`src/design/pat_pkg.sv`:
```
`default_nettype none

package pat_pkg;

	localparam int unsigned OP_W   = 3;
	localparam int unsigned POS_W  = 4;
	localparam int unsigned DATA_W = 32;

	// Request codes
	typedef enum logic [OP_W-1:0] {
		OP_INSERT  = 3'd0,
		OP_DELETE  = 3'd1,
		OP_REVERSE = 3'd2,
		OP_SEARCH  = 3'd3,
		OP_READ    = 3'd4
	} op_t;

endpackage

`default_nettype wire

```
`src/design/pat_ram.sv`:
```
`default_nettype none

module pat_ram #(
	parameter int unsigned WIDTH = 32,
	parameter int unsigned DEPTH = 8,
	localparam int unsigned AW = (DEPTH > 1) ? $clog2(DEPTH) : 1
) (
	input  wire logic             clk,
	input  wire logic             we,
	input  wire logic [AW-1:0]    waddr,
	input  wire logic [WIDTH-1:0] wdata,
	input  wire logic             re,
	input  wire logic [AW-1:0]    raddr,
	output logic      [WIDTH-1:0] rdata
);

	logic [WIDTH-1:0] mem_q [DEPTH];

	always_ff @(posedge clk) begin
		if (we) begin
			mem_q[waddr] <= wdata;
		end
		if (re) begin
			rdata <= mem_q[raddr];
		end
	end

endmodule

`default_nettype wire

```
`src/design/positional_array_table_core.sv`:
```
`default_nettype none

// Positional table of DEPTH signed 32-bit entries, all zero after reset, kept in
// one RAM with a registered read port. Each request word carries an operation
// (insert, delete, reverse, search, read), a 1-based position and a value, and
// gives exactly one response word. A position outside 1..DEPTH for insert,
// delete or read leaves the table alone and raises position_error. Requests are
// served one at a time: req_stall is high from taking a request word until its
// response is placed in the output register. Insert at position p shifts the
// entries from p on one place up and writes the value at p; delete shifts the
// entries after p one place down and writes zero at the last entry; read fetches
// entry p; search walks from entry 1 to the first hit or the end; reverse swaps
// the pairs from both ends inward; a bad position or unknown code goes straight
// to the response. The single RAM read port sets the pace: shifts and searches
// go one entry per cycle; a reverse reads the low and then the high entry of each
// pair and writes them back swapped. No clearing pass
// is needed after reset: one flag per entry marks it as written, and an entry
// never written reads as zero. A finished response sits in an output register,
// so a new request is taken while the previous response still waits.

module positional_array_table_core #(
	parameter int unsigned DEPTH = 8
) (
	input  wire logic                         clk,
	input  wire logic                         arst_n,

	input  wire logic                         req_valid,
	output logic                              req_stall,
	input  wire logic [pat_pkg::OP_W-1:0]     operation,
	input  wire logic [pat_pkg::POS_W-1:0]    position,
	input  wire logic signed [pat_pkg::DATA_W-1:0] value,

	output logic                              rsp_valid,
	input  wire logic                         rsp_stall,
	output logic                              found,
	output logic      [pat_pkg::POS_W-1:0]    found_position,
	output logic signed [pat_pkg::DATA_W-1:0] read_value,
	output logic                              position_error
);

	localparam int unsigned AW = (DEPTH > 1) ? $clog2(DEPTH) : 1;
	localparam int unsigned HALF = DEPTH / 2;
	localparam logic [AW-1:0] LAST = AW'(DEPTH - 1);
	localparam logic [AW-1:0] HALF_LAST = AW'(HALF - 1);

	typedef enum logic [3:0] {
		ST_IDLE,
		ST_READ,
		ST_READ_W,
		ST_MOVE,
		ST_FIN,
		ST_REV,
		ST_REV_FIN,
		ST_SRCH,
		ST_RES
	} state_t;

	state_t state_q;

	// Request held for the whole operation
	logic [AW-1:0]                 slot_q;
	logic [pat_pkg::DATA_W-1:0]    val_q;

	// Walk over the table
	logic [AW-1:0]                 src_q;
	logic [AW-1:0]                 end_q;
	logic                          more_q;
	logic                          up_q;

	// Reverse pair bookkeeping
	logic [AW-1:0]                 lo_q;
	logic [1:0]                    ph_q;
	logic [pat_pkg::DATA_W-1:0]    tmp_q;
	logic                          pend_q;
	logic [AW-1:0]                 bhi_q;

	// Read issued last cycle
	logic                          rd_pend_s1;
	logic [AW-1:0]                 raddr_s1;
	logic                          rvld_s1;

	// Written flags, one per entry
	logic [DEPTH-1:0]              valid_q;

	// Response being built, and the output register
	logic                          res_found_q;
	logic [pat_pkg::POS_W-1:0]     res_pos_q;
	logic [pat_pkg::DATA_W-1:0]    res_rd_q;
	logic                          res_err_q;
	logic                          out_vld_q;
	logic                          found_q;
	logic [pat_pkg::POS_W-1:0]     found_pos_q;
	logic [pat_pkg::DATA_W-1:0]    read_value_q;
	logic                          pos_err_q;

	// RAM port
	logic                          ram_we;
	logic [AW-1:0]                 ram_waddr;
	logic [pat_pkg::DATA_W-1:0]    ram_wdata;
	logic                          ram_re;
	logic [AW-1:0]                 ram_raddr;
	logic [pat_pkg::DATA_W-1:0]    ram_rdata;

	logic [pat_pkg::DATA_W-1:0]    rdata_eff;
	logic [AW-1:0]                 hi_addr;
	logic                          pos_ok;
	logic [AW-1:0]                 slot_n;
	logic                          out_free;

	pat_ram #(
		.WIDTH (pat_pkg::DATA_W),
		.DEPTH (DEPTH)
	) u_ram (
		.clk   (clk),
		.we    (ram_we),
		.waddr (ram_waddr),
		.wdata (ram_wdata),
		.re    (ram_re),
		.raddr (ram_raddr),
		.rdata (ram_rdata)
	);

	// An entry never written reads as zero
	assign rdata_eff = rvld_s1 ? ram_rdata : '0;
	assign hi_addr   = AW'(DEPTH - 1 - 32'(lo_q));
	assign pos_ok    = (position != '0) && (32'(position) <= DEPTH);
	assign slot_n    = AW'(32'(position) - 32'd1);
	assign out_free  = !out_vld_q || !rsp_stall;

	assign req_stall      = (state_q != ST_IDLE);
	assign rsp_valid      = out_vld_q;
	assign found          = found_q;
	assign found_position = found_pos_q;
	assign read_value     = read_value_q;
	assign position_error = pos_err_q;

	// Drive the RAM from the current step
	always_comb begin
		ram_we    = 1'b0;
		ram_waddr = '0;
		ram_wdata = '0;
		ram_re    = 1'b0;
		ram_raddr = '0;
		case (state_q)
			ST_READ: begin
				ram_re    = 1'b1;
				ram_raddr = slot_q;
			end
			ST_MOVE: begin
				// write back the word read last cycle one place up or down
				if (rd_pend_s1) begin
					ram_we    = 1'b1;
					ram_waddr = up_q ? AW'(32'(raddr_s1) + 32'd1)
					                 : AW'(32'(raddr_s1) - 32'd1);
					ram_wdata = rdata_eff;
				end
				if (more_q) begin
					ram_re    = 1'b1;
					ram_raddr = src_q;
				end
			end
			ST_FIN: begin
				ram_we    = 1'b1;
				ram_waddr = up_q ? slot_q : LAST;
				ram_wdata = up_q ? val_q : '0;
			end
			ST_REV: begin
				case (ph_q)
					2'd0: begin
						ram_re    = 1'b1;
						ram_raddr = lo_q;
						// finish the previous pair
						if (pend_q) begin
							ram_we    = 1'b1;
							ram_waddr = bhi_q;
							ram_wdata = tmp_q;
						end
					end
					2'd1: begin
						ram_re    = 1'b1;
						ram_raddr = hi_addr;
					end
					2'd2: begin
						ram_we    = 1'b1;
						ram_waddr = lo_q;
						ram_wdata = rdata_eff;
					end
					default: begin
					end
				endcase
			end
			ST_REV_FIN: begin
				ram_we    = 1'b1;
				ram_waddr = bhi_q;
				ram_wdata = tmp_q;
			end
			ST_SRCH: begin
				if (more_q) begin
					ram_re    = 1'b1;
					ram_raddr = src_q;
				end
			end
			default: begin
			end
		endcase
	end

	// Read pipeline stage and written flags
	always_ff @(posedge clk or negedge arst_n) begin
		if (!arst_n) begin
			rd_pend_s1 <= 1'b0;
			rvld_s1    <= 1'b0;
			valid_q    <= '0;
		end else begin
			rd_pend_s1 <= ram_re;
			if (ram_re) begin
				rvld_s1 <= valid_q[ram_raddr];
			end
			if (ram_we) begin
				valid_q[ram_waddr] <= 1'b1;
			end
		end
	end

	always_ff @(posedge clk) begin
		if (ram_re) begin
			raddr_s1 <= ram_raddr;
		end
	end

	// Sequencer and output register
	always_ff @(posedge clk or negedge arst_n) begin
		if (!arst_n) begin
			state_q   <= ST_IDLE;
			more_q    <= 1'b0;
			up_q      <= 1'b0;
			ph_q      <= 2'd0;
			pend_q    <= 1'b0;
			out_vld_q <= 1'b0;
		end else begin
			// drop the response word once taken, unless a new one replaces it
			if (out_vld_q && !rsp_stall && (state_q != ST_RES)) begin
				out_vld_q <= 1'b0;
			end
			case (state_q)
				ST_IDLE: begin
					if (req_valid) begin
						val_q       <= value;
						slot_q      <= slot_n;
						res_found_q <= 1'b0;
						res_pos_q   <= '0;
						res_rd_q    <= '0;
						res_err_q   <= !pos_ok &&
						               ((operation == pat_pkg::OP_INSERT) ||
						                (operation == pat_pkg::OP_DELETE) ||
						                (operation == pat_pkg::OP_READ));
						case (operation)
							pat_pkg::OP_INSERT: begin
								if (!pos_ok) begin
									state_q   <= ST_RES;
								end else begin
									up_q    <= 1'b1;
									src_q   <= LAST - AW'(1);
									end_q   <= slot_n;
									more_q  <= (slot_n != LAST);
									state_q <= ST_MOVE;
								end
							end
							pat_pkg::OP_DELETE: begin
								if (!pos_ok) begin
									state_q   <= ST_RES;
								end else begin
									up_q    <= 1'b0;
									src_q   <= AW'(32'(slot_n) + 32'd1);
									end_q   <= LAST;
									more_q  <= (slot_n != LAST);
									state_q <= ST_MOVE;
								end
							end
							pat_pkg::OP_READ: begin
								if (!pos_ok) begin
									state_q   <= ST_RES;
								end else begin
									state_q <= ST_READ;
								end
							end
							pat_pkg::OP_REVERSE: begin
								lo_q    <= '0;
								ph_q    <= 2'd0;
								pend_q  <= 1'b0;
								state_q <= ST_REV;
							end
							pat_pkg::OP_SEARCH: begin
								src_q   <= '0;
								end_q   <= LAST;
								more_q  <= 1'b1;
								state_q <= ST_SRCH;
							end
							default: begin
								// unknown code: answer with all zero
								state_q <= ST_RES;
							end
						endcase
					end
				end
				ST_READ: begin
					state_q <= ST_READ_W;
				end
				ST_READ_W: begin
					res_rd_q <= rdata_eff;
					state_q  <= ST_RES;
				end
				ST_MOVE: begin
					if (more_q) begin
						src_q <= up_q ? AW'(32'(src_q) - 32'd1)
						              : AW'(32'(src_q) + 32'd1);
						if (src_q == end_q) begin
							more_q <= 1'b0;
						end
					end else begin
						state_q <= ST_FIN;
					end
				end
				ST_FIN: begin
					state_q <= ST_RES;
				end
				ST_REV: begin
					case (ph_q)
						2'd0: begin
							pend_q <= 1'b0;
							ph_q   <= 2'd1;
						end
						2'd1: begin
							tmp_q <= rdata_eff;
							ph_q  <= 2'd2;
						end
						2'd2: begin
							pend_q <= 1'b1;
							bhi_q  <= hi_addr;
							ph_q   <= 2'd0;
							if (lo_q == HALF_LAST) begin
								state_q <= ST_REV_FIN;
							end else begin
								lo_q <= AW'(32'(lo_q) + 32'd1);
							end
						end
						default: begin
							ph_q <= 2'd0;
						end
					endcase
				end
				ST_REV_FIN: begin
					pend_q  <= 1'b0;
					state_q <= ST_RES;
				end
				ST_SRCH: begin
					if (more_q) begin
						src_q <= AW'(32'(src_q) + 32'd1);
					end
					// stop at the first hit
					if (rd_pend_s1 && (rdata_eff == val_q)) begin
						res_found_q <= 1'b1;
						res_pos_q   <= pat_pkg::POS_W'(32'(raddr_s1) + 32'd1);
						more_q      <= 1'b0;
						state_q     <= ST_RES;
					end else if (more_q) begin
						if (src_q == end_q) begin
							more_q <= 1'b0;
						end
					end else if (!rd_pend_s1) begin
						state_q <= ST_RES;
					end
				end
				ST_RES: begin
					// hold until the output register is free
					if (out_free) begin
						out_vld_q    <= 1'b1;
						found_q      <= res_found_q;
						found_pos_q  <= res_pos_q;
						read_value_q <= res_rd_q;
						pos_err_q    <= res_err_q;
						state_q      <= ST_IDLE;
					end
				end
				default: begin
					state_q <= ST_IDLE;
				end
			endcase
		end
	end

	// The table must not change while no request is in progress
	a_no_write_idle: assert property (@(posedge clk) disable iff (!arst_n)
		(state_q == ST_IDLE) |-> !ram_we)
		else $error("table written while idle");

	// Reads and writes in one cycle never touch the same entry
	a_no_rw_clash: assert property (@(posedge clk) disable iff (!arst_n)
		(ram_we && ram_re) |-> (ram_waddr != ram_raddr))
		else $error("read and write to the same entry in one cycle");

	// Writes stay inside the table
	a_waddr_range: assert property (@(posedge clk) disable iff (!arst_n)
		ram_we |-> (32'(ram_waddr) < DEPTH))
		else $error("write beyond the last entry");

	// A new response word comes only out of the response step
	a_rsp_source: assert property (@(posedge clk) disable iff (!arst_n)
		$rose(out_vld_q) |-> ($past(state_q) == ST_RES))
		else $error("response raised outside the response step");

	// A rejected position gives no other result
	a_err_clean: assert property (@(posedge clk) disable iff (!arst_n)
		(out_vld_q && pos_err_q) |-> (!found_q && (read_value_q == '0)))
		else $error("position error carries other results");

endmodule

`default_nettype wire
```
`config.mk`:
```
export PLATFORM = sky130hd
export DESIGN_NAME = positional_array_table_core
export DESIGN_NICKNAME = d
export VERILOG_FILES = /design/src/design/pat_pkg.sv /design/src/design/pat_ram.sv /design/src/design/positional_array_table_core.sv
export SDC_FILE = /design/constraint.sdc
export NUM_CORES = 1
export LEC_CHECK = 0
export ABC_CLOCK_PERIOD_IN_PS = 5800
export BUFFER_PORTS_ARGS = -buffer_cell sky130_fd_sc_hd__buf_2
export CORE_MARGIN = 3
export CORE_UTILIZATION = 61
export CTS_CLUSTER_SIZE = 24
export DETAILED_ROUTE_END_ITERATION = 16
export PLACE_DENSITY = 0.89
export SLEW_MARGIN = 20
export SYNTH_ARGS = -nofsm -noshare
export SYNTH_HDL_FRONTEND = slang
export SYNTH_SLANG_ARGS = --single-unit
```
`constraint.sdc`:
```
create_clock -name clk -period 5.8 [get_ports clk]
set_clock_uncertainty 0.05 [all_clocks]
set_input_delay 0.29 -clock clk [delete_from_list [all_inputs] [get_ports clk]]
set_output_delay 0.29 -clock clk [all_outputs]
set_load 0.05 [all_outputs]
```
=== Word level (Yosys, flattened, before mapping) ===
Memories as Yosys holds them, arrays and structs flattened. A register that Yosys moved wholly into a read port is not among the register bits.
Cells that the tools add are included.

* Flip-flop bits (word level): 178
* Output and inout port bits: 40
* Input bits: 43
* Logic and storage cells: 206
* Memories: 1
* Bits in writable memories: 256

* Multiplexer cells: 85
* Add/sub/neg operators: 8
* Equal/unequal tests: 39
* Reductions and logical operators: 43
* Bitwise logic cells: 1
* $lt $le $gt $ge: 4

{| class="wikitable"
|+ Memory list
! memory !! depth !! width !! read ports !! clocked after Yosys merged registers in !! write ports !! line !! RTL
|-
| u_ram.mem_q || 8 || 32 || 1 || 1 || 1 || pat_ram.sv:17 || <nowiki>logic [WIDTH-1:0] mem_q [DEPTH];</nowiki>
|}

{| class="wikitable"
|+ Operators with widths
! kind !! count
|-
| $mux 32 || 5
|-
| $pmux 32 s2 || 2
|-
| $pmux 32 s4 || 1
|-
| $mux 3 || 17
|-
| $mux 4 || 12
|-
| $pmux 3 s3 || 4
|-
| $eq 32x32->1 || 1
|-
| $pmux 4 s7 || 1
|-
| $mux 1 || 22
|-
| $ne 2x2->1 const B || 11
|-
| $ne 3x3->1 const B || 6
|-
| $pmux 3 s2 || 3
|-
| $reduce_and 3->1 || 6
|-
| $eq 4x3->1 const B || 4
|-
| $pmux 4 s4 || 1
|-
| $pmux 1 s3 || 4
|-
| $pmux 3 s4 || 1
|-
| $reduce_and 4->1 || 3
|-
| $reduce_and 6->1 || 2
|-
| $pmux 1 s2 || 5
|-
| $add 3x1->3 const B || 3
|-
| $eq 3x2->1 const B || 3
|-
| $reduce_bool 3->1 || 3
|-
| $sub 3x1->3 const B || 3
|-
| 36 further kinds || 57
|}

=== Longest topological paths before layout ===
Gate-level depths: netlist of run 1.

* Depth after elaboration: 9
* Gate-level depth with buffers: 10
* Mapped depth without buffers: 9

=== Hierarchy ===
Synthesis of run 1 repeated with hierarchy kept, for this count alone.

* Cell total of the unflattened synthesis: 1132
* Area, all modules: 19469.9 um2

{| class="wikitable"
|+ By module, submodules not included
! module !! sequential area each (um2) !! times used !! cells each !! area an instance (um2)
|-
| pat_ram || 8648.3 || 1 || 415 || 10786.6
|-
| positional_array_table_core || 5245.0 || 1 || 717 || 8683.3
|}

=== Worst setup path after synthesis of run 1 ===
Ideal clock, no wire load.

* Path kind: reg-to-reg
* Start point: reg state_q[0]
* End point: reg res_rd_q[0] in the netlist's numbering (enable)
* Slack: 1.229 ns
* Buffers on the path: 2
* Required time: 5.248 ns
* Arrival time: 4.018 ns
* Stages on the path, launching flop included: 5
* Setup time: 0.502 ns
* Clock period less this slack: 4.571 ns
* Cell sequence: dfrtp_1 -> buf_4 -> clkbuf_1 -> nor2_1 -> nor4bb_1

* Word-level cells in the longest chain between the ends: 3
* Elaborated cells between the ends (all ways): 5
* Those cells by class: eq/ne: 2; reduce/logical: 3

{| class="wikitable"
|+ RTL lines
! what !! line !! RTL
|-
| from (decl) || positional_array_table_core.sv:58 || <nowiki>state_t state_q;</nowiki>
|-
| from (signal assigned) || positional_array_table_core.sv:234 || <nowiki>state_q <= ST_IDLE;</nowiki>
|-
| from (signal assigned) || positional_array_table_core.sv:260 || <nowiki>state_q <= ST_RES;</nowiki>
|-
| from (signal assigned) || positional_array_table_core.sv:266 || <nowiki>state_q <= ST_MOVE;</nowiki>
|-
| $eq 4x2->1 or $logic_not 4->1 (tied branches) || positional_array_table_core.sv:245 || <nowiki>case (state_q)</nowiki>
|-
| $reduce_bool 2->1 (no line) or $ne 2x2->1 (tied branches) || - ||
|-
| $reduce_and 3->1 (no line) * || - ||
|-
| to (signal assigned) || positional_array_table_core.sv:310 || <nowiki>res_rd_q <= rdata_eff;</nowiki>
|-
| to (decl) || positional_array_table_core.sv:88 || <nowiki>logic [pat_pkg::DATA_W-1:0] res_rd_q;</nowiki>
|}

Every way passes the cells marked *; elsewhere a longest branch is shown, timed or not.
A chain may end at the register's enable or synchronous reset.

=== Final worst setup path of run 1 ===
* Start point: reg state_q[0]
* End point: reg u_ram.rdata[13], read port of u_ram.mem_q, data pin

* Word-level cells in the longest chain between the ends: 3
* Elaborated cells between the ends (all ways): 7
* Those cells by class: eq/ne: 4; mux: 2; reduce/logical: 1

{| class="wikitable"
|+ RTL lines
! what !! line !! RTL
|-
| $eq 4x3->1 or $eq 4x2->1 (tied branches) || positional_array_table_core.sv:144 || <nowiki>case (state_q)</nowiki>
|-
| $reduce_or 2->1 (no line) || - ||
|-
| $pmux 3 s3 or $pmux 1 s3 (tied branches) || positional_array_table_core.sv:144 ||
|-
| to (decl) || pat_ram.sv:14 || <nowiki>output logic [WIDTH-1:0] rdata</nowiki>
|}

Several ways; a longest one is shown, not always the timed one.

==> results of run 1 <==
==> worst paths after layout <==
path	from	to	slack, ns
max	state_q[0]	u_ram.rdata[13]	1.64
min	operation[1]	res_err_q	0.09
max reg2reg	state_q[0]	u_ram.rdata[13]	1.64
min reg2reg	res_rd_q[31]	read_value[31]	0.37
max in group asynchronous	arst_n	rvld_s1	4.99
min in group asynchronous	arst_n	ph_q[0]	0.25
==> cell usage in the layout (no fill, tap or decap), types with 6 or more instances in the layout <==
cell	instances
nor2_1	127
buf_2	82
nor4_1	6
a311oi_1	27
dlygate4sd3_1	36
xnor2_1	23
xor2_1	6
clkbuf_16	44
nand3_1	72
edfxtp_1	446
a31o_2	23
dfrtp_1	19
and3_1	31
nor3_1	6
clkbuf_1	10
a221o_1	32
nand2_1	297
ha_1	9
clkinv_2	8
inv_1	52
a31o_1	21
nor4bb_1	16
o211ai_1	6
a21oi_1	17
a22oi_1	16
clkinv_1	7
o21ai_0	42
buf_4	19
==> worst register-to-register path, stage by stage (launching register included) <==
cell and delay [ns]:
dfrtp_1 0.74, nor4b_2 0.41, a22o_1 0.25, a21oi_4 0.04, buf_4 0.31, inv_2 0.76
buf_4 0.61, nand2_1 0.12, and3_1 0.19, a311oi_1 0.34, a31o_1 0.18
==> cell type report <==
| type | instances | area [µm²] |
|---|---|---|
| multi-input combinational | 857 | 4850 |
| antenna | 1 | 2.50 |
| fill | 1659 | 8980 |
| sequential | 466 | 13900 |
| clock buffer | 56 | 1170 |
| timing repair buffer | 139 | 968 |
| inverter | 54 | 203 |
| clock inverter | 24 | 265 |
| tap | 396 | 495 |
==> cell families (layout without fill, tap and decap cells) <==
group,Yosys count,in the layout
simple gates,607,607
flops,466,466
compound gates,208,208
buf+inv,133,273
xor+xnor,29,29
fa+ha+maj,9,9
mux,4,4
other cells,0,1
==> metal layers <==
layer  share of wire  vias to the layer above  global-route usage
met5               0                        -                   0
met4           0.045                        0               0.124
met1            0.34                     6391               0.378
met2            0.48                     1210               0.468
li1                -                     5587                   -
met3            0.14                      188              0.0494
==> state kept, by name, indices dropped and copies added (netlist names), 4 cells and up <==
signal	flops
read_value	32
u_ram.rdata	32
res_pos_q	4
state_q	4
res_rd_q	32
tmp_q	32
val_q	32
u_ram.mem_q	256
found_position	4
valid_q	8
==> power breakdown <==
group          internal [µW]  leakage, µW  switching [µW]
Sequential              4230      0.00437             335
Combinational            682      0.00286            1470
Clock                   1650     0.000700            1220
==> metrics by stage <==
| stage | setup slack [ns] | area (µm²) | hold slack, ns |
|---|---|---|---|
| 6_report | 1.64 | 21800 | 0.0923 |
| 5_1_grt | 1.40 | 21800 | 0.0989 |
| 4_1_cts | 1.74 | 21800 | 0.0680 |
| 3_5_place_dp | 1.84 | 20000 | 0.286 |
| 3_3_place_gp | 2.04 | 20000 | 0.286 |
| 2_1_floorplan | 1.23 | 19200 | -0.0556 |
==> impl_metrics.ini, run 1 <==
[die]
rows = 64
core_area_um2 = 30800
die_h_um = 183
ioPinCount = 83
die_x_um = 183
die-area_um2 = 33600
start_util = 0.623

[sta]
rsz0062_at_grt = no
maxSlewHeadroom = 0.251
timing.final.crit_share = 0.717
finalSetupViolations = 0
worstMarginPinSlew_ns = 1.12
setup_tns_ns = 0
drv_slew = 0
period_minus_slack_ns = 4.16
clock.fmax_mhz = 240
finalHoldViolations = 0

[cts]
htree_levels = 2
post_cts_buffers = 0
cts_tree = yes
clock_path_buffers = 3
hold_buffers = 36
cts_sinks = 466
cts_resized = 0
numCtsBuffers = 43
clk_pin_slew_ns = 0.06
cts_root_buf = clkbuf_16
clock_latency_ns = 0.55

[route]
route.vias.total = 13400
drtAntennaViolNets = 0
detail_route.iter0.violations = 2557
route.detailed.drc = 0
drt_pre_antenna_iters = 6
routed_wl_um = 48700
wl_per_cell_um = 24.4
viasPerCell = 6.71

[global_routing]
grt_pass1_vias = 13100
antenna_found_initial = 0
grt_pass1_wl_um = 73300
grt_max_degree = 78
grt.total_usage = 0.284
grt_overflow = 0

[final_layout]
finish.utilization = 0.709
drive_above_1_share = 0.138
area_growth_pct = 13.8
layout.nets = 1613
fin_cells = 1993

[setup_path]
crit_slowest_cell = inv_2
critPathRequiredTime_ns = 6.13
path_common_cell = buf_4
worstPathArrival_ns = 4.49
slowest_delay_ns = 0.75
critPathTopFamily = buffers and inverters
endpoint_kind = flop
criticalPathCategory = reg2reg
critPathMaxFanout = 52
start_kind = flop
ff2ff_path_depth = 10
path_depth = 10
cp_num_buf_inv = 3
cp_cell_sequence = nor4b_2, a22o_1, a21oi_4, buf_4, inv_2, buf_4, nand2_1, and3_1, a311oi_1, a31o_1

[synthesis]
netlist.area_leader.share = 0.698
ys.flop_type = edfxtp_1
yosys.area.top_type = edfxtp_1
synth_cell_types = 59
avgSynthCellArea_um2 = 13.2
yosysWarnings = 0
syn_inst = 1456
netlist_area_um2 = 19200
synth_edf_count = 446
synth_seq_cells = 466
synth_top_family_by_area = simple AND/OR/NAND/NOR gates
synth_common_cells = 446 x edfxtp_1, 297 x nand2_1, 132 x nor2_1, 72 x nand3_1, 52 x inv_1
yosysSeqAreaShare = 0.724
synthArstFlopShare = 0.0429
syn_nets = 1508
synth_compound_area_frac = 0.0836
yosysMostFrequentCell = edfxtp_1
yosys.area_share.adder = 0.00587
synth.area.top_cells = edfxtp_1 70%, nand2_1 5.8%, dfrtp_1 2.6%
synth_xor_area_frac = 0.0132
synth.area.mux_share = 0.00215
synth-simple-area-share = 0.143

[placement]
dp_hpwl_um = 26900
dpl.cell_count = 1875
portBuffers = 82
gp_congestion = 0.896

[power]
p_total_uw = 9580
power_density_nw_per_um2 = 439
leakage_uw = 0.00793
vdd_ir_drop_max_mv = 0.273

[outcome]
status = finished, final reports clean

[run]
maxCapViolCount = 0

[worst_hold_path]
worstHoldPathType = in2reg
holdPathStages = 2
(Power assumes the default switching activity.)
==> run 2: changes to the inputs <==
--- a/config.mk
+++ b/config.mk
@@ -5,13 +5,14 @@
 export SDC_FILE = /design/constraint.sdc
 export NUM_CORES = 1
 export LEC_CHECK = 0
-export ABC_CLOCK_PERIOD_IN_PS = 5800
+export ABC_AREA = 1
+export ABC_CLOCK_PERIOD_IN_PS = 4180
 export BUFFER_PORTS_ARGS = -buffer_cell sky130_fd_sc_hd__buf_2
 export CORE_MARGIN = 3
-export CORE_UTILIZATION = 61
+export CORE_UTILIZATION = 62
 export CTS_CLUSTER_SIZE = 24
 export DETAILED_ROUTE_END_ITERATION = 16
-export PLACE_DENSITY = 0.89
+export PLACE_DENSITY = 0.9
 export SLEW_MARGIN = 20
 export SYNTH_ARGS = -nofsm -noshare
 export SYNTH_HDL_FRONTEND = slang
==> constraint.sdc (replaced) <==
create_clock -name clk -period 4.18 [get_ports clk]
set_clock_uncertainty 0.05 [all_clocks]
set_input_delay 0.209 -clock clk [delete_from_list [all_inputs] [get_ports clk]]
set_output_delay 0.209 -clock clk [all_outputs]
set_load 0.05 [all_outputs]
==> impl_metrics.ini, run 2 <==
[outcome]
status = finished, final reports clean

[final_layout]
final_cell_mix = 446 x edfxtp_1, 387 x nand2_1, 129 x inv_1
drive_above_1_share = 0.163
num_antenna_cells = 0
nFillCells = 1874
multi_input_area_um2 = 5270
layout.nets = 1824
area_growth_pct = 12.8
seqCellArea_um2 = 13900
max_flop_register = u_ram.mem_q
fin_cells = 2206
largest_reg_flops = 256
final_common_cell = edfxtp_1

[power]
pwr-share-clk = 0.265
switching_share = 0.344
p_comb_frac = 0.274
power_frac_seq = 0.460
p_int_uw = 9240
leakage_uw = 0.00863
vdd_ir_drop_max_mv = 0.438
power_density_nw_per_um2 = 622
p_switching_uw = 4860

[synthesis]
synth_cell_types = 48
synth_seq_cells = 466
syn_inst = 1654
netlist.area_leader.share = 0.667
yosys.area.top_type = edfxtp_1
synth_common_cells = 446 x edfxtp_1, 387 x nand2_1, 129 x inv_1, 115 x nor2_1, 97 x o211ai_1
yosysSeqAreaShare = 0.692
yosysWarnings = 0
yosysMostFrequentCell = edfxtp_1
synth_edf_count = 446
netlist_area_um2 = 20100
avgSynthCellArea_um2 = 12.1
ys.flop_type = edfxtp_1
synthArstFlopShare = 0.0429
synth.area.top_cells = edfxtp_1 67%, nand2_1 7.2%, o211ai_1 3.6%
syn_nets = 1706

[setup_path]
criticalPathCategory = reg2reg
worstPathArrival_ns = 3.57
slowest_delay_ns = 0.60
timing.rr.end = u_ram.mem_q[6][28]
endpoint_kind = flop
start_kind = flop
cp_cell_sequence = inv_2, nor2_4, inv_2, nor2_8, inv_1, o21a_1, inv_1, nor2_4, buf_12
rrSetupSlack_ns = 0.80
crit_slowest_cell = o21a_1
ff2ff_path_depth = 9
r2r_start = state_q[2]
critPathMaxFanout = 28
critPathRequiredTime_ns = 4.37

[sta]
finalHoldViolations = 0
setup_tns_ns = 0
maxSlewHeadroom = 0.312
finalSetupViolations = 0
rsz0062_at_grt = no
worstMarginPinSlew_ns = 1.03
timing.final.crit_share = 0.809
drv_slew = 0
clock.fmax_mhz = 296
period_minus_slack_ns = 3.38

[die]
core_area_um2 = 31700
die-area_um2 = 34600
start_util = 0.633
die_h_um = 186
ioPinCount = 83
die_x_um = 186
rows = 65

[global_routing]
gr-usage-met2 = 0.449
top_usage_layer = met2
grt_pass1_vias = 13200
antenna_found_initial = 0
grt_max_degree = 101
gr-usage-met1 = 0.381
grt_overflow = 0
gr-usage-met3 = 0.0618
grt.total_usage = 0.281
grt_pass1_wl_um = 73700

[route]
drt_pre_antenna_iters = 6
drtAntennaViolNets = 0
wl_per_cell_um = 22.1
route.vias.total = 13700
routed_wl_um = 48800
viasPerCell = 6.20
route.detailed.drc = 0
detail_route.iter0.violations = 1812

[placement]
gp_congestion = 0.916
dpl.cell_count = 2088
dp_hpwl_um = 29300
portBuffers = 82

[cts]
clk_pin_slew_ns = 0.06
cts_tree = yes
clock_path_buffers = 3
clock_latency_ns = 0.56
htree_levels = 2
numCtsBuffers = 45
cts_sinks = 466
cts_resized = 0
cts_root_buf = clkbuf_16

[worst_hold_path]
whs_endpoint = state_q[2]
hp-start = operation[1]
holdPathStages = 5
worstHoldPathType = in2reg

[run]
maxCapViolCount = 0
==> run 2: cell count changes after synthesis, sizes merged, moves of 17 or more <==
cell,change
nand2,+95
or2,+99
a31o,-44
nor4bb,-17
and3,-31
a311oi,-27
xnor2,-18
a221o,-33
inv,+85
o22ai,+29
o211ai,+126
==> run 2: how the worst max path moves through the flow <==
stage | from | slack (ns) | to | cells after the start
after floorplan | rsp_valid | 0.27 | found | 3
final | state_q[2] | 0.80 | u_ram.mem_q[6][28] | 9
after global placement | state_q[3] | 1.02 | u_ram.mem_q[6][16] | 11
after global routing | state_q[2] | 0.63 | u_ram.mem_q[6][28] | 9
after detailed placement | state_q[2] | 0.92 | u_ram.mem_q[6][9] | 9
after CTS | state_q[2] | 0.87 | u_ram.mem_q[6][28] | 9
==> run 2: cell families (layout without fill, tap and decap cells) <==
kind of cell,Yosys count,after routing,synth area share
DFF,466,466,0.692
xor gates and xnor gates,6,6,0.00262
AOI/OAI and AO/OA,260,260,0.0963
buffers and inverters,217,367,0.0502
and+or+nand+nor,696,696,0.153
adders and majority gates,9,9,0.00561
==> run 2: final cells by class <==
class | count | area share
timing repair buffer | 149 | 0.0489
sequential | 466 | 0.613
tap | 402 | 0.0222
clock inverter | 26 | 0.00779
clock buffer | 53 | 0.0519
inverter | 139 | 0.0233
multi-input combinational | 971 | 0.233
==> run 2: timing repair <==
action / in CTS / in global routing
endpoints found under the hold margin: 59 / 0
hold buffers: 38 / 0
setup buffers: 0 / 0
==> run 2: worst max-delay path, delay by kind of cell (launching register included) <==
family	cells	cell delay, ns
compound gates	1	0.60
buf+inv	5	1.23
flops	1	0.44
simple gates	3	0.73
==> run 2: stage by stage <==
stage	area, µm²	worst slack [ns]	total power (µW)	utilization	hold WS [ns]
5_1_grt	22700	0.634	14700	0.714	0.109
4_1_cts	22600	0.872	14000	0.714	0.0644
3_5_place_dp	20900	0.924	10200	0.659	0.186
3_3_place_gp	20900	1.02	10100	0.659	0.175
2_1_floorplan	20100	0.271	9160	-	-0.137
6_report	22700	0.799	14100	0.714	0.0797
==> run 2: power groups by stage <==
stage | sequential (µW) | combinational (µW) | clock [µW]
6_report | 6490 | 3860 | 3740
5_1_grt | 6530 | 4200 | 3950
4_1_cts | 6460 | 3770 | 3770
3_5_place_dp | 6540 | 3670 | 0
3_3_place_gp | 6510 | 3540 | 0
2_1_floorplan | 6560 | 2600 | 0
==> run 2: routing by layer <==
metal	part of all wire	wire, µm
met1	0.37	18200
met2	0.47	23000
met3	0.12	5880
met4	0.036	1750
met5	0	0
==> run 3: changes to the inputs <==
--- a/config.mk
+++ b/config.mk
@@ -6,7 +6,7 @@
 export NUM_CORES = 1
 export LEC_CHECK = 0
 export ABC_AREA = 1
-export ABC_CLOCK_PERIOD_IN_PS = 4180
+export ABC_CLOCK_PERIOD_IN_PS = 3510
 export BUFFER_PORTS_ARGS = -buffer_cell sky130_fd_sc_hd__buf_2
 export CORE_MARGIN = 3
 export CORE_UTILIZATION = 62
==> constraint.sdc (replaced) <==
create_clock -name clk -period 3.51 [get_ports clk]
set_clock_uncertainty 0.05 [all_clocks]
set_input_delay 0.1755 -clock clk [delete_from_list [all_inputs] [get_ports clk]]
set_output_delay 0.1755 -clock clk [all_outputs]
set_load 0.05 [all_outputs]
==> impl_metrics.ini, run 3 (synthesis results as in run 2) <==
[final_layout]
fin_cells = 2213
nFillCells = 1766
multi_input_area_um2 = 5280
seqCellArea_um2 = 13900
final_common_cell = edfxtp_1
num_antenna_cells = 0
layout.nets = 1829
drive_above_1_share = 0.167
largest_reg_flops = 256
final_cell_mix = 446 x edfxtp_1, 387 x nand2_1, 129 x inv_1
max_flop_register = u_ram.mem_q
area_growth_pct = 14.0

[global_routing]
grt_overflow = 0
grt_pass1_wl_um = 74900
grt_pass1_vias = 13600
grt_max_degree = 103
antenna_found_initial = 2
grt.total_usage = 0.283

[power]
switching_share = 0.346
p_int_uw = 11400
pwr-share-clk = 0.283
p_comb_frac = 0.275
power_frac_seq = 0.441
vdd_ir_drop_max_mv = 0.450
power_density_nw_per_um2 = 761
leakage_uw = 0.00874
p_total_uw = 17400
p_switching_uw = 6030

[setup_path]
crit_slowest_cell = dfrtp_2
critPathRequiredTime_ns = 3.65
critPathMaxFanout = 35
slowest_delay_ns = 0.80
r2r_start = rvld_s1
criticalPathCategory = reg2reg
rrSetupSlack_ns = 0.53
endpoint_kind = flop
start_kind = flop
worstPathArrival_ns = 3.12
ff2ff_path_depth = 9
timing.rr.end = res_found_q
path_common_cell = nand2_1
cp_cell_sequence = buf_4, nand3_1, nand2_1, nand2_1, nor2_1, nand2_1, nor2_1, nand4_1, a21oi_1

[die]
rows = 65
die_h_um = 186
start_util = 0.633
core_area_um2 = 31700
die_x_um = 186
ioPinCount = 83
die-area_um2 = 34600

[worst_hold_path]
holdPathStages = 4
hp-start = operation[1]
worstHoldPathType = in2reg
whs_endpoint = res_err_q

[sta]
period_minus_slack_ns = 2.98
rsz0062_at_grt = no
worstMarginPinSlew_ns = 1.10
setup_tns_ns = 0
finalHoldViolations = 0
drv_slew = 0
finalWorstSetupSlack_ns = 0.529
maxSlewHeadroom = 0.267
finalSetupViolations = 0
whs_ns = 0.0704
clock.fmax_mhz = 335
timing.final.crit_share = 0.849

[cts]
clock_latency_ns = 0.58
htree_levels = 2
post_cts_buffers = 0
clk_pin_slew_ns = 0.06
numCtsBuffers = 45
cts_sinks = 466
clock_path_buffers = 3
cts_root_buf = clkbuf_16
cts_resized = 0
cts_tree = yes
hold_buffers = 39

[placement]
place_ws_ns = 0.653
dp_hpwl_um = 28600
portBuffers = 82
gp_congestion = 0.965
dpl.cell_count = 2093

[route]
drt_pre_antenna_iters = 6
detail_route.iter0.violations = 2248
drtAntennaViolNets = 0
wl_per_cell_um = 22.3
routed_wl_um = 49400
viasPerCell = 6.29
route.detailed.drc = 0
route.vias.total = 13900

[run]
maxCapViolCount = 0

[outcome]
status = finished, final reports clean
-- run 3: worst max-delay path by stage --
stage,from,end,slack (ns),cells past startpoint
global placement,state_q[3],u_ram.mem_q[2][16],0.78,8
global route,rvld_s1,res_found_q,0.42,11
finish,rvld_s1,res_found_q,0.53,9
detailed placement,rvld_s1,res_pos_q[1],0.65,9
floorplan,state_q[0],res_err_q,0.16,5
CTS,rvld_s1,res_pos_q[2],0.59,9
-- run 3: critical path: cells and delay by family (launching register included) --
family          cells  cell delay [ns]
simple gates        7             0.98
flops               1             0.80
compound gates      1             0.43
buf+inv             1             0.34
-- run 3: area by class of cell --
class / instances / area share
multi-input combinational: 971 / 0.231
inverter: 139 / 0.0230
clock buffer: 52 / 0.0521
timing repair buffer: 154 / 0.0513
sequential: 466 / 0.607
clock inverter: 29 / 0.0137
tap: 402 / 0.0220
-- run 3: power by group through the flow --
stage	logic, µW	registers [µW]	clock network [µW]
after detailed placement	4500	7750	0
after global placement	4340	7700	0
after floorplan	3100	7810	0
after global routing	5190	7720	5170
after CTS	4660	7650	4930
final	4790	7680	4940
-- run 3: metrics by stage --
step	utilization	instance area, µm²
after global placement	0.662	21000
after detailed placement	0.662	21000
after floorplan	-	20100
after global routing	0.722	22900
after CTS	0.722	22900
final	0.722	22900
-- run 3: layer usage --
| layer | share of wire | wire length (µm) | up-vias | global-route usage |
|---|---|---|---|---|
| met3 | 0.13 | 6580 | 160 | 0.0709 |
| met1 | 0.36 | 17600 | 6597 | 0.375 |
| met4 | 0.037 | 1830 | 2 | 0.111 |
| li1 | - | - | 6067 | - |
| met2 | 0.47 | 23300 | 1092 | 0.457 |
| met5 | 0.00026 | 13 | - | 0 |
